## src/sv/qyaw_pkg.sv

```systemverilog
`default_nettype none
package qyaw_pkg;

  localparam int IN_W         = 16;
  localparam int OUT_W        = 16;
  localparam int PROD_W       = 32;
  // num = 2(xz - wy) stays below 2^32 in magnitude, den = 2^30 - 2(y^2 + z^2) reaches -3 * 2^30
  localparam int OPER_W       = 34;
  // vector magnitude stays below 2^34 after the CORDIC gain
  localparam int VEC_W        = 37;
  localparam int ATAN_ENTRIES = 24;

  localparam int CORDIC_STEPS_DEF = 16;
  localparam int ANGLE_BITS_DEF   = 16;

  // atan(2^-i), 2^32 counts per full turn
  localparam logic [31:0] ATAN_TURN32 [ATAN_ENTRIES] = '{
    32'd536870912, 32'd316933406, 32'd167458907, 32'd85004756,
    32'd42667331,  32'd21354465,  32'd10679838,  32'd5340245,
    32'd2670163,   32'd1335087,   32'd667544,    32'd333772,
    32'd166886,    32'd83443,     32'd41722,     32'd20861,
    32'd10430,     32'd5215,      32'd2608,      32'd1304,
    32'd652,       32'd326,       32'd163,       32'd81
  };

  typedef struct packed {
    logic valid;
    logic zero;
  } qyaw_ctl_t;

  // table entry rounded half up to angle_bits per turn
  function automatic logic [31:0] atan_entry(input int idx, input int angle_bits);
    logic [32:0] sum;
    int          sh;
    sh  = 32 - angle_bits;
    sum = {1'b0, ATAN_TURN32[idx]} + (33'd1 << (sh - 1));
    return 32'(sum >> sh);
  endfunction

endpackage
`default_nettype wire

```

## src/sv/qyaw_round.sv

```systemverilog
`default_nettype none
module qyaw_round import qyaw_pkg::*; #(
  parameter int ANGLE_BITS = ANGLE_BITS_DEF
) (
  input  wire logic                    clk,
  input  wire logic                    rst,
  input  wire qyaw_ctl_t               ctl_in,
  input  wire logic [ANGLE_BITS-1:0]   acc_in,
  output logic                         done,
  output logic [OUT_W-1:0]             yaw_angle
);

  logic [OUT_W-1:0] yaw_next;

  generate
    if (ANGLE_BITS > OUT_W) begin : g_narrow
      localparam int SH = ANGLE_BITS - OUT_W;
      logic [ANGLE_BITS-1:0] sum;
      // round half up, wrap modulo a full turn
      always_comb begin
        sum      = acc_in + (ANGLE_BITS'(1) << (SH - 1));
        yaw_next = sum[ANGLE_BITS-1:SH];
      end
    end else if (ANGLE_BITS == OUT_W) begin : g_same
      always_comb yaw_next = OUT_W'(acc_in);
    end else begin : g_widen
      always_comb yaw_next = {acc_in, {(OUT_W - ANGLE_BITS){1'b0}}};
    end
  endgenerate

  always_ff @(posedge clk) begin
    if (rst) begin
      done <= 1'b0;
    end else begin
      done <= ctl_in.valid;
    end
    yaw_angle <= ctl_in.zero ? '0 : yaw_next;
  end

endmodule
`default_nettype wire

```

## config.mk

```make
export PLATFORM = sky130hd
export DESIGN_NAME = qyaw_round
export DESIGN_NICKNAME = d
export VERILOG_FILES = /design/src/sv/qyaw_pkg.sv /design/src/sv/qyaw_round.sv
export SDC_FILE = /design/constraint.sdc
export NUM_CORES = 1
export LEC_CHECK = 0
export BUFFER_PORTS_ARGS = -buffer_cell sky130_fd_sc_hd__buf_4
export CORE_MARGIN = 5
export CORE_UTILIZATION = 30
export DETAILED_ROUTE_END_ITERATION = 10
export PLACE_DENSITY = 0.69
export SYNTH_ARGS = -nofsm -noshare
export SYNTH_HDL_FRONTEND = slang
export SYNTH_SLANG_ARGS = --single-unit
```

## constraint.sdc

```tcl
create_clock -name clk -period 0.8 [get_ports clk]
set_input_delay 0.16 -clock clk [delete_from_list [all_inputs] [get_ports clk]]
set_output_delay 0.16 -clock clk [all_outputs]
set_load 0.03 [all_outputs]
```

==> flow_summary.json <==
{
  "vias_per_cell": 3.957,
  "crit_arrival_ns": 0.74,
  "path_depth": 1,
  "p_comb_share_pct": 18.9,
  "p_clk_share_pct": 26.3,
  "core-area_um2": 1524,
  "critPathMaxStageDelay_ns": 0.34,
  "p_sw_share_pct": 24.66,
  "design_area_um2": 899.6,
  "synth_area_um2": 490.5,
  "cts_sinks": 17,
  "cellInternalPower_mw": 1.265,
  "max-vdd-ir-drop_mv": 1.153,
  "ctsLongestPathBuffers": 2,
  "final_cell_mix": "buf_4, dfxtp_2, buf_6",
  "dp_cells": 87,
  "power_leakage_nw": 0.4291,
  "crit_type": "flop to output port",
  "firstDrtPassIters": 1,
  "netlist_instances": 35,
  "status": "complete, but fails checks",
  "whs_path_depth": 2,
  "finalSetupTns_ns": -1.634,
  "post_drt_wl_per_cell_um": 11.02,
  "grt_usage_pct": 9.129,
  "yosys_warnings": 0,
  "grt_pass1_vias": 417,
  "grt_start_max_net_pins": 13,
  "ys_ff_latch": 17,
  "period_minus_slack_ns": 0.8991,
  "placed_cell_area_um2": 777.0,
  "cp-start-kind": "flop",
  "setup_ws_ns": -0.09905,
  "seq_power_share_pct": 54.8,
  "syn_avg_cell_area_um2": 14.01,
  "critPathMaxFanout": 1,
  "nets": 97,
  "grt_overflow": 0,
  "powerDensity_nw_per_um2": 1866,
  "min_path_type": "input pin to flop",
  "cp_slowest_cell": "dfxtp_2",
  "drt_wl_total_um": 1014,
  "hold_viol": 0,
  "syn_nets": 55,
  "cp_cell_sequence": "buf_6",
  "fmax_ghz": 1.112,
  "worst_pin_slew_ns": 0.1293,
  "std_cell_rows": 14,
  "io_buffers": 36,
  "synth_cell_type_count": 5,
  "cts_buffers": 3,
  "grt_pass1_wl_um": 1745,
  "path_buf_inv": 1,
  "utilization_pct": 59.03,
  "start_util_pct": 32.18,
  "io_pins": 37,
  "grt_antenna_before_repair": 0,
  "ctsHtreeMaxLevel": 1,
  "violations": "setup timing",
  "whs_ns": 0.07968,
  "postRouteAntennaNets": 0,
  "clk_pin_slew_ns": 0.09,
  "end_kind": "output port",
  "cp_top_family": "flip-flops",
  "cp.required_ns": 0.64,
  "period_share_pct": 112.4,
  "syn_to_final_growth_pct": 83.42,
  "p_sw_mw": 0.4138,
  "cts_tree": "done",
  "die_h_um": 50.44,
  "drive_gt1_share_pct": 93.42,
  "rsz0062_at_grt": "yes",
  "slew_viol_final": 0,
  "drc_errors": 0,
  "diodes": 0,
  "gp_congestion": 0.5985,
  "detail_route.iter0.violations": 0,
  "setup_violations": 17,
  "dieArea_um2": 2544,
  "relSlewSlack_pct": 91.38,
  "yosysSeqAreaShare_pct": 69.39,
  "routed-via-count": 364,
  "layout_commonest_cell": "buf_4",
  "die_w_um": 50.44,
  "cap_violations": 0,
  "fin_cells": 92,
  "cts_root_buf": "clkbuf_4"
}
-- cell type report --
class	instances	area [µm²]
clock inverter	1	5.005
fill	130	624.3
clock buffer	3	22.52
tap	16	20.02
multi-input combinational	17	138.9
sequential	17	361.6
timing repair buffer	38	351.6
-- layer usage --
metal	vias up	GRT usage, %	share of wire [%]
li1	187	-	-
met5	-	0	0
met4	0	6.383	0
met3	0	7.101	21
met1	153	9.369	33
met2	24	12.55	46
-- logic make-up (layout without fill, tap and decap cells) --
| kind of cell | count (synthesis) | in the layout | synth area share, % |
|---|---|---|---|
| buffers and inverters | 1 | 42 | 2.296 |
| flip-flops | 17 | 17 | 69.39 |
| AND/OR/NAND/NOR | 17 | 17 | 28.32 |
-- metrics by stage --
step	total power, mW	setup slack [ns]
floorplan	1.067	0.1807
global placement	1.211	0.1427
detailed placement	1.212	0.1308
CTS	1.715	-0.1188
global route	1.781	-0.1494
finish	1.678	-0.09905
-- registers in the layout, indices dropped and copies added, names as in the netlist --
name	flops
yaw_angle	16
done	1
-- synthesized netlist by cell type (all sizes together) --
library cell	instances	area [µm²]
and2b	6	52.55
buf	1	11.26
dfxtp	17	340.3
nor2b	11	86.33
-- what timing repair did --
item,CTS,global route
endpoints found under the hold margin,1,0
setup buffers,0,0
hold buffers,1,0
setup endpoints to repair,17,17
gates resized for setup,34,0
-- path summary, 6_finish.rpt --
kind          start            end  slack (ns)
max   yaw_angle[15]  yaw_angle[15]        -0.1
min      acc_in[10]  yaw_angle[10]        0.08
-- power groups by stage --
stage                     Clock, mW  Combinational [mW]  Sequential, mW
final                         0.441               0.318           0.919
after global routing          0.516               0.339           0.925
after CTS                     0.473               0.322           0.920
after detailed placement          0               0.290           0.923
after global placement            0               0.288           0.922
after floorplan                   0              0.0513            1.02
(Power assumes the default switching activity.)
