$ cat config.mk
export PLATFORM = sky130hd
export DESIGN_NAME = qyaw_prep
export DESIGN_NICKNAME = d
export VERILOG_FILES = /design/src/sv/qyaw_pkg.sv /design/src/sv/qyaw_prep.sv
export SDC_FILE = /design/constraint.sdc
export NUM_CORES = 2
export LEC_CHECK = 0
export BUFFER_PORTS_ARGS = -buffer_cell sky130_fd_sc_hd__buf_2
export CORE_ASPECT_RATIO = 0.7
export CORE_MARGIN = 2
export CORE_UTILIZATION = 45
export DETAILED_ROUTE_END_ITERATION = 10
export GPL_ROUTABILITY_DRIVEN = 0
export PLACE_DENSITY_LB_ADDON = 0.1
export SETUP_SLACK_MARGIN = 0.02
export SLEW_MARGIN = 15
export SYNTH_ARGS = -nofsm -noshare
export SYNTH_HDL_FRONTEND = slang
export SYNTH_SLANG_ARGS = --single-unit
export TNS_END_PERCENT = 20
$ cat constraint.sdc
create_clock -name clk -period 11.5 [get_ports clk]
set_input_delay 1.725 -clock clk [delete_from_list [all_inputs] [get_ports clk]]
set_output_delay 1.725 -clock clk [all_outputs]
set_load 0.02 [all_outputs]
$ cat src/sv/qyaw_pkg.sv
`default_nettype none
package qyaw_pkg;

  localparam int IN_W         = 16;
  localparam int OUT_W        = 16;
  localparam int PROD_W       = 32;
  // num = 2(xz - wy) stays below 2^32 in magnitude, den = 2^30 - 2(y^2 + z^2) reaches -3 * 2^30
  localparam int OPER_W       = 34;
  // vector magnitude stays below 2^34 after the CORDIC gain
  localparam int VEC_W        = 37;
  localparam int ATAN_ENTRIES = 24;

  localparam int CORDIC_STEPS_DEF = 16;
  localparam int ANGLE_BITS_DEF   = 16;

  // atan(2^-i), 2^32 counts per full turn
  localparam logic [31:0] ATAN_TURN32 [ATAN_ENTRIES] = '{
    32'd536870912, 32'd316933406, 32'd167458907, 32'd85004756,
    32'd42667331,  32'd21354465,  32'd10679838,  32'd5340245,
    32'd2670163,   32'd1335087,   32'd667544,    32'd333772,
    32'd166886,    32'd83443,     32'd41722,     32'd20861,
    32'd10430,     32'd5215,      32'd2608,      32'd1304,
    32'd652,       32'd326,       32'd163,       32'd81
  };

  typedef struct packed {
    logic valid;
    logic zero;
  } qyaw_ctl_t;

  // table entry rounded half up to angle_bits per turn
  function automatic logic [31:0] atan_entry(input int idx, input int angle_bits);
    logic [32:0] sum;
    int          sh;
    sh  = 32 - angle_bits;
    sum = {1'b0, ATAN_TURN32[idx]} + (33'd1 << (sh - 1));
    return 32'(sum >> sh);
  endfunction

endpackage
`default_nettype wire

$ cat src/sv/qyaw_prep.sv
`default_nettype none
module qyaw_prep import qyaw_pkg::*; #(
  parameter int ANGLE_BITS = ANGLE_BITS_DEF
) (
  input  wire logic                         clk,
  input  wire logic                         rst,
  input  wire logic                         in_valid,
  input  wire logic signed [IN_W-1:0]       quat_w,
  input  wire logic signed [IN_W-1:0]       quat_x,
  input  wire logic signed [IN_W-1:0]       quat_y,
  input  wire logic signed [IN_W-1:0]       quat_z,
  output qyaw_ctl_t                         ctl_out,
  output logic signed [VEC_W-1:0]           vx,
  output logic signed [VEC_W-1:0]           vy,
  output logic        [ANGLE_BITS-1:0]      acc
);

  localparam logic signed [OPER_W-1:0] ONE_Q30 = OPER_W'(64'sd1 << 30);
  localparam logic [ANGLE_BITS-1:0]    HALF_TURN = ANGLE_BITS'(1) << (ANGLE_BITS - 1);

  // stage 1: products
  logic                     v1;
  logic signed [PROD_W-1:0] xz, wy, yy, zz;
  // stage 2: operands
  logic                     v2;
  logic signed [OPER_W-1:0] num, den;

  logic signed [OPER_W-1:0] diff_next, sq_next;

  always_ff @(posedge clk) begin
    if (rst) begin
      v1 <= 1'b0;
    end else begin
      v1 <= in_valid;
    end
    xz <= quat_x * quat_z;
    wy <= quat_w * quat_y;
    yy <= quat_y * quat_y;
    zz <= quat_z * quat_z;
  end

  always_comb begin
    diff_next = OPER_W'(xz) - OPER_W'(wy);
    sq_next   = OPER_W'(yy) + OPER_W'(zz);
  end

  always_ff @(posedge clk) begin
    if (rst) begin
      v2 <= 1'b0;
    end else begin
      v2 <= v1;
    end
    num <= diff_next <<< 1;
    den <= ONE_Q30 - (sq_next <<< 1);
  end

  // stage 3: fold the left half plane over by half a turn
  always_ff @(posedge clk) begin
    if (rst) begin
      ctl_out.valid <= 1'b0;
    end else begin
      ctl_out.valid <= v2;
    end
    ctl_out.zero <= (num == '0) && (den == '0);
    if (den < 0) begin
      vx  <= -VEC_W'(den);
      vy  <= -VEC_W'(num);
      acc <= HALF_TURN;
    end else begin
      vx  <= VEC_W'(den);
      vy  <= VEC_W'(num);
      acc <= '0;
    end
  end

`ifndef ASSERT_OFF
  a_vx_nonneg: assert property (@(posedge clk) disable iff (rst)
    ctl_out.valid |-> !vx[VEC_W-1])
    else $error("qyaw_prep: start vector in left half plane");
  a_zero_vec: assert property (@(posedge clk) disable iff (rst)
    (ctl_out.valid && ctl_out.zero) |-> (vx == '0 && vy == '0))
    else $error("qyaw_prep: zero flag on nonzero vector");
`endif

endmodule
`default_nettype wire

==> results.sh <==
export IMPL_count_of_unresolved_drc_violations_after_routing=0
export IMPL_final_hold_viol_count=0
export IMPL_antenna_found_initial=2
export IMPL_drt_wl_total_mm=118
export IMPL_setup_tns_ns=0
export IMPL_worstMarginPinSlew_ns=0.990
export IMPL_critical_path_arrival_ns=8.66
export IMPL_critical_path_most_common_cell="sky130_fd_sc_hd__fa_1"
export IMPL_synth_seq_cells=269
export IMPL_antenna_left=0
export IMPL_critical_path_peak_fanout=31
export IMPL_die_height_microns=278
export IMPL_cts_htree_levels=1
export IMPL_synth_common_cells="1,298 x sky130_fd_sc_hd__inv_1, 993 x sky130_fd_sc_hd__fa_1, 482 x sky130_fd_sc_hd__nand2_1"
export IMPL_cp_slowest_cell="sky130_fd_sc_hd__o41ai_1"
export IMPL_clock_insertion_delay_worst_skew_ns=0.64
export IMPL_critPathLaunchType="primary input"
export IMPL_first_global_vias=35800
export IMPL_detailed_place_hpwl_mm=94.5
export IMPL_synthTopCellsByArea="sky130_fd_sc_hd__fa_1 41%, sky130_fd_sc_hd__dfxtp_1 11%, sky130_fd_sc_hd__ha_1 11%"
export IMPL_initial_core_util=0.454
export IMPL_final_core_util=0.482
export IMPL_synthesized_area_fraction_occupied_by_ao_oa_aoi_and_oai_cells=0.0706
export IMPL_clockBufferDepth=3
export IMPL_hold_slack_ns=0.376
export IMPL_worst_hold_class="flop to flop"
export IMPL_core_region_area_sq_mm=0.106
export IMPL_post_cts_resize_count=0
export IMPL_crit_path_cell_trace="buf_2 > nand2_1 > fa_1 > fa_1 > fa_1 > inv_1 > fa_1 > fa_1 > inv_1 > fa_1 > inv_1 > ha_1 > nand4_1 > o311a_1 > o41ai_1 > a21oi_1 > o21ai_0 > a31oi_1 > o21bai_1 > xnor2_1"
export IMPL_final_period_minus_worst_setup_slack_ns=8.15
export IMPL_clkTransAtPathRegs_ns=0.07
export IMPL_synthXorXnorAreaFrac=0.0527
export IMPL_cts_root_buf="sky130_fd_sc_hd__clkbuf_16"
export IMPL_setup_worst_path_end_class="flop"
export IMPL_outcome="completed"
export IMPL_grt_setup_unrepaired="false"
export IMPL_synth_seq_area_share=0.111
export IMPL_synthDominantAreaCellType="sky130_fd_sc_hd__fa_1"
export IMPL_postSynthAreaPerCell_sq_um=9.24
export IMPL_io_pin_count=159
export IMPL_sinks_on_the_clock_net=269
export IMPL_main_combinational_cell_family_by_area_after_synthesis="adder cells"
export IMPL_dr_total_vias=33400
export IMPL_max_cap_viol_count=0
export IMPL_synth_top_area_share=0.411
export IMPL_post_route_cells_drive_above_1_share=0.0463
export IMPL_synth_top_flop_cell="sky130_fd_sc_hd__dfxtp_1"
export IMPL_finalSetupViolCount=0
export IMPL_multi_input_area_sq_mm=0.0374
export IMPL_final_min_period_over_clock_period=0.709
export IMPL_finalNetCount=6744
export IMPL_layout_filler_cell_count=10300
export IMPL_synth_area_sq_mm=0.0483
export IMPL_cts_post_setup_buffers_inserted=0
export IMPL_detail_route_vias_per_cell=4.96
export IMPL_yosys_area_share_simple=0.129
export IMPL_wire_per_inst_microns=17.5
export IMPL_place_port_buffers=141
export IMPL_worstSetupPathType="primary input to flop"
export IMPL_area_growth_syn_to_layout_pct=6.07
export IMPL_yosysMostFrequentCell="sky130_fd_sc_hd__inv_1"
export IMPL_synth_lib_cells_used_distinct=65
export IMPL_drt_pass1_iter_count=5
export IMPL_holdBufCountCts=0
export IMPL_grt_first_pass_wirelength_mm=197
export IMPL_max_clock_freq_mhz=123
export IMPL_final_setup_skew_ns=0.0617
export IMPL_fp_dieW_microns=396
export IMPL_synth_async_sr_flop_share=0
export IMPL_tritoncts="built"
export IMPL_num_rows=100
export IMPL_pin_count_of_the_biggest_net_entering_global_routing=39
export IMPL_slew_viol_final=0
export IMPL_die_area_sq_mm=0.110
export IMPL_yosysWarnings=0
export IMPL_number_of_cells_produced_by_synthesis=5235
export IMPL_grt_remaining_overflow=0
export IMPL_post_synth_mux_area_share=0.000621
export IMPL_numCtsBuffers=29
export IMPL_number_of_enable_flip_flop_cells_after_synthesis=0
export IMPL_timing_slew_headroom=0.340
export IMPL_detail_route_iter0_violations=1605
export IMPL_seq_cell_area_sq_mm=0.00539
export IMPL_worst_endpoint_required_ns=12.00
export IMPL_critPathMaxStageDelay_ns=0.79
export IMPL_synth_fa_ha_area_frac=0.519
export IMPL_global_route_usage_total=0.226
cell families after synthesis:
family                   count (synthesis)
AO/OA/AOI/OAI                          515
XOR/XNOR                               291
adder cells (fa/ha/maj)               1411
buffers and inverters                 1475
flip-flops                             269
multiplexers                             3
other                                    1
AND/OR/NAND/NOR                       1270
layout make-up:
cell class,instances,area share
Clock inverter,21,0.00432
Clock buffer,33,0.0146
Sequential cell,269,0.105
Multi-Input combinational cell,3510,0.730
Inverter,1300,0.0952
Antenna cell,3,0.000146
Tap cell,1428,0.0348
Timing Repair Buffer,156,0.0160
stage by stage:
stage | area [sq um] | setup slack (ns) | cells
5_1_grt | 51300 | 2.94 | 6718
6_report | 51300 | 3.35 | 6720
2_1_floorplan | 48400 | 3.85 | 5254
4_1_cts | 51300 | 3.42 | 6717
3_3_place_gp | 50300 | 2.87 | 6663
3_5_place_dp | 50300 | 2.79 | 6663
layout by cell type, fill, tap and decap left out, drive strengths merged, types with 16 or more instances in the layout:
cell and instances:
inv 1307, fa 993, nand2 482, ha 418
and2 335, dfxtp 269, xnor2 232, nor2 193
buf 156, a21oi 132, o21ai 88, a21o 80
xor2 59, nor3 43, nand3 34, nand2b 33
clkbuf 33, nor2b 30, o21a 27, o21bai 26
and3 25, o31ai 20, conb 20, a31oi 19
a211oi 19, or3 18, a31o 16
worst max-delay path, delay by kind of cell:
kind | cells | cell delay, ns
AO/OA/AOI/OAI | 6 | 2.19
buffers and inverters | 4 | 0.87
AND/OR/NAND/NOR | 2 | 0.37
adder cells (fa/ha/maj) | 7 | 3.34
XOR/XNOR | 1 | 0.14
flip-flops by register name, indices dropped and copies added, names as in the netlist:
name     flops
vy          36
ctl_out      2
den         33
wy          32
acc          1
v1           1
vx          36
zz          31
xz          32
v2           1
yy          31
num         33
path summary, 6_finish.rpt:
kind / start / to / slack, ns / depth (start not counted)
min: den[1]$_DFF_P_ / vx[1]$_DFF_P_ / 0.38 / 0
max: quat_z[2] / xz[31]$_DFF_P_ / 3.35 / 20
max reg2reg: yy[3]$_DFF_P_ / den[32]$_DFF_P_ / 7.00 / 11
min reg2reg: den[1]$_DFF_P_ / vx[1]$_DFF_P_ / 0.38 / 0
routing by layer:
| metal | up-vias | part of all wire | track usage |
|---|---|---|---|
| met3 | 106 | 0.053 | 0.0316 |
| met5 | - | 0 | 0 |
| li1 | 15800 | - | - |
| met4 | 0 | 0.016 | 0.0343 |
| met2 | 715 | 0.44 | 0.343 |
| met1 | 16800 | 0.50 | 0.348 |
Power is not shown: default switching activity piles up to over one toggle a cycle in this logic, so the estimate is an artifact.
