--- config.mk ---
export PLATFORM = sky130hd
export DESIGN_NAME = qyaw_cordic_stage
export DESIGN_NICKNAME = d
export VERILOG_FILES = /design/src/sv/qyaw_pkg.sv /design/src/sv/qyaw_cordic_stage.sv
export SDC_FILE = /design/constraint.sdc
export NUM_CORES = 1
export LEC_CHECK = 0
export ABC_AREA = 1
export BUFFER_PORTS_ARGS = -buffer_cell sky130_fd_sc_hd__clkbuf_2
export CAP_MARGIN = 20
export CORE_ASPECT_RATIO = 0.8
export CORE_UTILIZATION = 30
export DETAILED_ROUTE_END_ITERATION = 10
export PLACE_DENSITY = 0.58
export SLEW_MARGIN = 20
export SYNTH_ARGS = -nofsm -noshare
export SYNTH_HDL_FRONTEND = slang
export SYNTH_SLANG_ARGS = --single-unit
--- constraint.sdc ---
create_clock -name clk -period 2.85 [get_ports clk]
set_clock_uncertainty 0.1 [all_clocks]
set_input_delay 0.57 -clock clk [delete_from_list [all_inputs] [get_ports clk]]
set_output_delay 0.57 -clock clk [all_outputs]
set_load 0.02 [all_outputs]
--- src/sv/qyaw_pkg.sv ---
`default_nettype none
package qyaw_pkg;

  localparam int IN_W         = 16;
  localparam int OUT_W        = 16;
  localparam int PROD_W       = 32;
  // num = 2(xz - wy) stays below 2^32 in magnitude, den = 2^30 - 2(y^2 + z^2) reaches -3 * 2^30
  localparam int OPER_W       = 34;
  // vector magnitude stays below 2^34 after the CORDIC gain
  localparam int VEC_W        = 37;
  localparam int ATAN_ENTRIES = 24;

  localparam int CORDIC_STEPS_DEF = 16;
  localparam int ANGLE_BITS_DEF   = 16;

  // atan(2^-i), 2^32 counts per full turn
  localparam logic [31:0] ATAN_TURN32 [ATAN_ENTRIES] = '{
    32'd536870912, 32'd316933406, 32'd167458907, 32'd85004756,
    32'd42667331,  32'd21354465,  32'd10679838,  32'd5340245,
    32'd2670163,   32'd1335087,   32'd667544,    32'd333772,
    32'd166886,    32'd83443,     32'd41722,     32'd20861,
    32'd10430,     32'd5215,      32'd2608,      32'd1304,
    32'd652,       32'd326,       32'd163,       32'd81
  };

  typedef struct packed {
    logic valid;
    logic zero;
  } qyaw_ctl_t;

  // table entry rounded half up to angle_bits per turn
  function automatic logic [31:0] atan_entry(input int idx, input int angle_bits);
    logic [32:0] sum;
    int          sh;
    sh  = 32 - angle_bits;
    sum = {1'b0, ATAN_TURN32[idx]} + (33'd1 << (sh - 1));
    return 32'(sum >> sh);
  endfunction

endpackage
`default_nettype wire

--- src/sv/qyaw_cordic_stage.sv ---
`default_nettype none
module qyaw_cordic_stage import qyaw_pkg::*; #(
  parameter int ANGLE_BITS = ANGLE_BITS_DEF,
  parameter int IDX        = 0
) (
  input  wire logic                         clk,
  input  wire logic                         rst,
  input  wire qyaw_ctl_t                    ctl_in,
  input  wire logic signed [VEC_W-1:0]      vx_in,
  input  wire logic signed [VEC_W-1:0]      vy_in,
  input  wire logic        [ANGLE_BITS-1:0] acc_in,
  output qyaw_ctl_t                         ctl_out,
  output logic signed [VEC_W-1:0]           vx_out,
  output logic signed [VEC_W-1:0]           vy_out,
  output logic        [ANGLE_BITS-1:0]      acc_out
);

  localparam logic [ANGLE_BITS-1:0] STEP_ANGLE = ANGLE_BITS'(atan_entry(IDX, ANGLE_BITS));

  logic signed [VEC_W-1:0] dx, dy;

  always_comb begin
    dx = vy_in >>> IDX;
    dy = vx_in >>> IDX;
  end

  // rotate toward the x axis
  always_ff @(posedge clk) begin
    if (rst) begin
      ctl_out.valid <= 1'b0;
    end else begin
      ctl_out.valid <= ctl_in.valid;
    end
    ctl_out.zero <= ctl_in.zero;
    if (vy_in[VEC_W-1]) begin
      vx_out  <= vx_in - dx;
      vy_out  <= vy_in + dy;
      acc_out <= acc_in - STEP_ANGLE;
    end else begin
      vx_out  <= vx_in + dx;
      vy_out  <= vy_in - dy;
      acc_out <= acc_in + STEP_ANGLE;
    end
  end

`ifndef ASSERT_OFF
  a_valid_moves: assert property (@(posedge clk) disable iff (rst)
    !$past(rst) |-> (ctl_out.valid == $past(ctl_in.valid)))
    else $error("qyaw_cordic_stage: valid bit lost or invented");
`endif

endmodule
`default_nettype wire

==> results.cfg, run 1 <==
[status]
status = complete, no violations

[sta]
max_slew_margin = 0.6051
period_minus_slack_ns = 2.626
max_freq_mhz = 380.9
tightest_slew_ns = 0.5862
final_hold_viol_count = 0
post-route-period-util = 0.9213
slew_violations = 0
setup_viol = 0
grt_setup_unrepaired = false

[synth]
syn-num-nets = 1908
syn_avg_cell_area_um2 = 5.860
syn_area_um2 = 9975
synth_top_area_frac = 0.1938
synthArstFlopShare = 0
synth_top_area_cell = nand2_1
synth_top_cells_by_area = nand2_1 19%, dfxtp_1 18%, ha_1 14%
synth.distinct_cells = 44
synth_most_common_cell = nand2_1
ys_seq_elements = 91
synth_top_cells_by_count = 515 x nand2_1, 277 x inv_1, 156 x nand3_1
synth-edff-count = 0
ys.flop_type = dfxtp_1
netlist_instances = 1702
yosys_warnings = 0
synth.yosys.seq_area_share = 0.1826

[min_path]
hold_depth = 1
hold_start = acc_in[12]
min_to = acc_out[12]$_DFF_P_
hp-class = input pin to flip-flop

[clocking]
cts_made_buffers = 9
cts_resized = 0
clkSinkCount = 91
postCtsHoldBufs = 0
clk_root_buffer_cell = clkbuf_16
cts.clk_slew.worst_paths_ns = 0.08
cts_tree = built
clock_path_buffers = 2
cts_max_level = 3
cts_setup_buffers = 0

[floorplanning]
core_um2 = 32630
ios = 186
die_x_um = 205.9
row_count = 59
initial_utilization = 0.3057
die_h_um = 165.1
dieArea_um2 = 33990

[final_layout]
fin_util = 0.3771
drive_above_1_share = 0.1740
seqCellArea_um2 = 1822
layout.nets = 2166
syn2layout_area_growth_pct = 23.37
stdcell_count = 2393
filler_cell_count = 3671
multi_input_area_um2 = 6828

[route]
vias = 11510
detail_route.wl_per_cell_um = 17.02
remaining_drc_errors = 0
drt_iter0_drc = 915
wl_um = 40730
first_pass_iters = 6
antenna_left = 0
viasPerCell = 4.812

[grt]
grt_max_degree = 71
grt_overflow = 0
grt_pass1_vias = 10820
busiest_layer = met2
use_met2 = 0.3620
grt_usage = 0.2404
grt_use_met1 = 0.3607
grt_antenna_before_repair = 3
grt_pass1_wl_um = 60910
use_met3 = 0.03179

[worst_setup_path]
end_kind = flip-flop
cp_data_required_time_ns = 3.03
worst-setup-path-type = input pin to flip-flop
slowest_stage = ha_1
cpMostUsedCell = nand2_1
path_cells = clkbuf_2 > inv_1 > ha_1 > nand2_1 > nor2_1 > nand2_1 > nor3_2 > nand3_1 > nand2_1 > nor2_1 > nand2_1 > nand2_1 > nand2_1 > nand2_1
worst_setup_path_start_kind = input pin
cpPeakStageDelay_ns = 0.47
cp.arrival_ns = 2.80
cp_max_fo = 8

[placement]
gp_congestion = 0.9372
dp_cells = 2376
portBuffers = 185
hpwl_um = 35140

[power_and_ir_drop]
ir_drop_mv = 0.2632
p_total_mw = 5.479
p_leak_nw = 6.900
power_density_nw_per_um2 = 445.2

[run]
max_cap_violations = 0
[worst max-delay path: cells and delay by family]
family,cells,cell delay (ns)
adder cells (fa/ha/maj),1,0.47
buffers and inverters,2,0.19
AND/OR/NAND/NOR,11,1.58
[cells by family after synthesis]
group           share of synthesized area
mux                              0.002007
simple gates                       0.3595
buf+inv                            0.1328
fa+ha+maj                          0.1435
xor+xnor                          0.03073
flops                              0.1826
compound gates                     0.1488
[per-stage QoR]
step	setup WS, ns	cell area, um2	TNS [ns]	hold WS [ns]
final	0.2244	12310	0	0.1896
after global routing	0.1458	12310	0	0.1776
after CTS	0.3199	12300	0	0.1810
after detailed placement	-0.07649	12000	-0.2914	0.5744
after global placement	-0.07024	12000	-0.1823	0.5734
after floorplan	0.5893	9975	0	0.4977
[cell usage in the layout, fill, tap and decap left out, types with 7 or more instances in the layout]
cell       netlist  layout
o21ai_0         83      83
clkbuf_16        0       9
nand2_2          8       8
nor2_1         141     141
clkbuf_2         1     185
a21oi_1        125     125
dfxtp_1         91      91
ha_1           108     108
nand2_1        515     515
nor2_2           7       7
nand3_1        156     156
inv_1          277     276
o22ai_1          8       8
o21bai_1        20      20
o21ai_1         10      10
a21o_1          11      11
xor2_1          32      32
nor3_1          16      16
buf_4           20     107
[how the worst max path moves through the flow]
stage,from,slack [ns],endpoint
after detailed placement,vx_in[13],-0.08,vx_out[36]$_DFF_P_
after global routing,vy_in[0],0.15,vy_out[30]$_DFF_P_
final,vx_in[13],0.22,vx_out[36]$_DFF_P_
after CTS,vx_in[13],0.32,vx_out[36]$_DFF_P_
after floorplan,vx_in[0],0.59,vx_out[30]$_DFF_P_
after global placement,vx_in[15],-0.07,vy_out[33]$_DFF_P_
[state kept, by name (all words and copies together) (netlist names)]
register and cells:
acc_out 16, vy_out 36, vx_out 37, ctl_out 2
[where the power goes]
part / leakage, nW / total, mW / internal (mW) / switching (mW)
registers: 0.768 / 1.55 / 1.48 / 0.0720
logic: 5.99 / 2.64 / 0.897 / 1.74
clock network: 0.147 / 1.29 / 0.623 / 0.666
total: 6.90 / 5.48 / 3.00 / 2.48
[routing by layer]
metal | part of all wire | routed length (um)
met5 | 0 | 0
met4 | 0.014 | 550
met3 | 0.059 | 2407
met2 | 0.41 | 16860
met1 | 0.51 | 20920
[layout make-up]
type,instances,area share
inverters,280,0.08541
well taps,427,0.04342
flip-flops and latches,91,0.1480
clock inverters,7,0.005999
diodes,1,0.0002034
clock buffers,9,0.01830
repair buffers,294,0.1438
multi-input cells,1284,0.5549
Note: power is estimated with default switching activity, not from simulation.
==> inputs of run 2 (changes only) <==
==> constraint.sdc (replaced) <==
create_clock -name clk -period 3.3 [get_ports clk]
set_clock_uncertainty 0.1 [all_clocks]
set_input_delay 0.66 -clock clk [delete_from_list [all_inputs] [get_ports clk]]
set_output_delay 0.66 -clock clk [all_outputs]
set_load 0.02 [all_outputs]
==> run 2 against run 1 <==
- via count is 2.0% lower
- sequential cell count unchanged
- sequential share of layout area up 0.92 points
- die area stayed put
- clock-buffer cell count did not move
- worst setup slack better by 0.19 ns
- non-clock buffer count is 91 lower
- clock power shrank 16%
- global-route usage decreased by 0.15 points
- core utilization fell by 2.2 points
- highest routed layer unchanged
==> results.cfg, run 2 (synthesis gave the netlist of run 1 again) <==
[clocking]
clkSinkCount = 91
cts_max_level = 3
cts.clk_slew.worst_paths_ns = 0.07
clock_path_buffers = 2
clk_root_buffer_cell = clkbuf_16
cts_setup_buffers = 0
postCtsHoldBufs = 0
cts_made_buffers = 9
cts_tree = built
cts_resized = 0

[worst_setup_path]
cp_max_fo = 5
cp_data_required_time_ns = 3.43
path_cells = clkbuf_2 > inv_1 > ha_1 > fa_1 > inv_1 > nand2_1 > nand3_1 > a21oi_1 > o21ai_1 > nand2_1 > nand2_1 > nand2_1 > nand3_1 > nand2_1
cpPeakStageDelay_ns = 0.44
worst-setup-path-type = input pin to flip-flop
cp.arrival_ns = 3.01
worst_setup_path_start_kind = input pin
end_kind = flip-flop
slowest_stage = fa_1
cpMostUsedCell = nand2_1

[final_layout]
final_cell_mix = 515 x nand2_1, 276 x inv_1, 185 x clkbuf_2
syn2layout_area_growth_pct = 16.17
multi_input_area_um2 = 6828
stdcell_count = 2301
layout.nets = 2075
final_common_cell = nand2_1
filler_cell_count = 3709
largest_register_ffs = 37
regMostFlops = vx_out
n_antenna_cell = 0
seqCellArea_um2 = 1822
largest_registers = vx_out x37, vy_out x36, acc_out x16
drive_above_1_share = 0.1339
final_cell_area_um2 = 11590

[placement]
dpl_cell_area_um2 = 11300
dp_cells = 2285
portBuffers = 185
gp_congestion = 0.9651
hpwl_um = 34510

[sta]
setup_viol = 0
grt_setup_unrepaired = false
final_hold_viol_count = 0
max_slew_margin = 0.4076
tns_ns = 0
max_freq_mhz = 347.0
period_minus_slack_ns = 2.882
tightest_slew_ns = 0.8885
slew_violations = 0
post-route-period-util = 0.8732

[power_and_ir_drop]
power_density_nw_per_um2 = 393.3
switching_share = 0.4609
clkPwrFrac = 0.240
ir_drop_mv = 0.2623
p_leak_nw = 6.447
seqPwrFrac = 0.295
pwr-share-comb = 0.465
p_int_mw = 2.457
p_sw_mw = 2.101

[floorplanning]
core_um2 = 32630
die_x_um = 205.9
row_count = 59
initial_utilization = 0.3057
die_h_um = 165.1
ios = 186
dieArea_um2 = 33990

[min_path]
hp-class = input pin to flip-flop

[route]
viasPerCell = 4.903
first_pass_iters = 8
wl_um = 40460
antenna_left = 0
vias = 11280
detail_route.wl_per_cell_um = 17.58
remaining_drc_errors = 0
drt_iter0_drc = 895

[grt]
grt_antenna_before_repair = 0
grt_usage = 0.2388
grt_pass1_wl_um = 59890
grt_max_degree = 71
grt_overflow = 0
grt_pass1_vias = 10440

[run]
max_cap_violations = 0

[status]
status = complete, no violations
## run 2: cell count changes in the layout (fill, tap and decap cells not counted), sizes merged
cell      previous run  this run
buf                109        18
clkinv               3         0
clkinvlp             0         2
diode                1         0
inv                284       285
## run 2: critical path, delay by kind of cell
kind / cells / cell delay, ns
simple gates: 7 / 0.76
fa+ha+maj: 2 / 0.70
compound gates: 2 / 0.61
buf+inv: 3 / 0.27
## run 2: layout make-up
type                       count  area share
inverter                     280     0.09070
multi-input combinational   1284      0.5892
sequential                    91      0.1572
timing repair buffer         203     0.09157
clock buffer                   9     0.01944
clock inverter                 7    0.005723
tap                          427     0.04611
## run 2: stage by stage
| stage | power, mW | setup slack (ns) | hold WS (ns) | util |
|---|---|---|---|---|
| after floorplan | 2.714 | 0.9493 | 0.5877 | - |
| after detailed placement | 3.459 | 0.06643 | 0.6639 | 0.3462 |
| final | 4.557 | 0.4183 | 0.2773 | 0.3551 |
| after CTS | 4.589 | 0.4759 | 0.2519 | 0.3551 |
| after global routing | 4.878 | 0.2555 | 0.2590 | 0.3551 |
| after global placement | 3.455 | -0.003689 | 0.6641 | 0.3462 |
## run 2: per-layer routing
metal | track usage | part of all wire | vias up
met1 | 0.3587 | 0.51 | 5211
met2 | 0.3563 | 0.41 | 371
li1 | - | - | 5675
met5 | 0 | 0 | -
met3 | 0.03336 | 0.069 | 24
met4 | 0.05114 | 0.010 | 0
## run 2: power groups by stage
stage | clock, mW | sequential [mW] | combinational, mW
final | 1.09 | 1.34 | 2.12
after global routing | 1.18 | 1.36 | 2.34
after CTS | 1.14 | 1.35 | 2.10
after detailed placement | 0 | 1.37 | 2.09
after global placement | 0 | 1.37 | 2.09
after floorplan | 0 | 1.58 | 1.13
## run 2: worst paths after layout
path,from,to,slack (ns),depth (start not counted)
setup / recovery,vx_in[0],vx_out[30]$_DFF_P_,0.42,14
hold / removal,acc_in[6],acc_out[6]$_DFF_P_,0.28,1
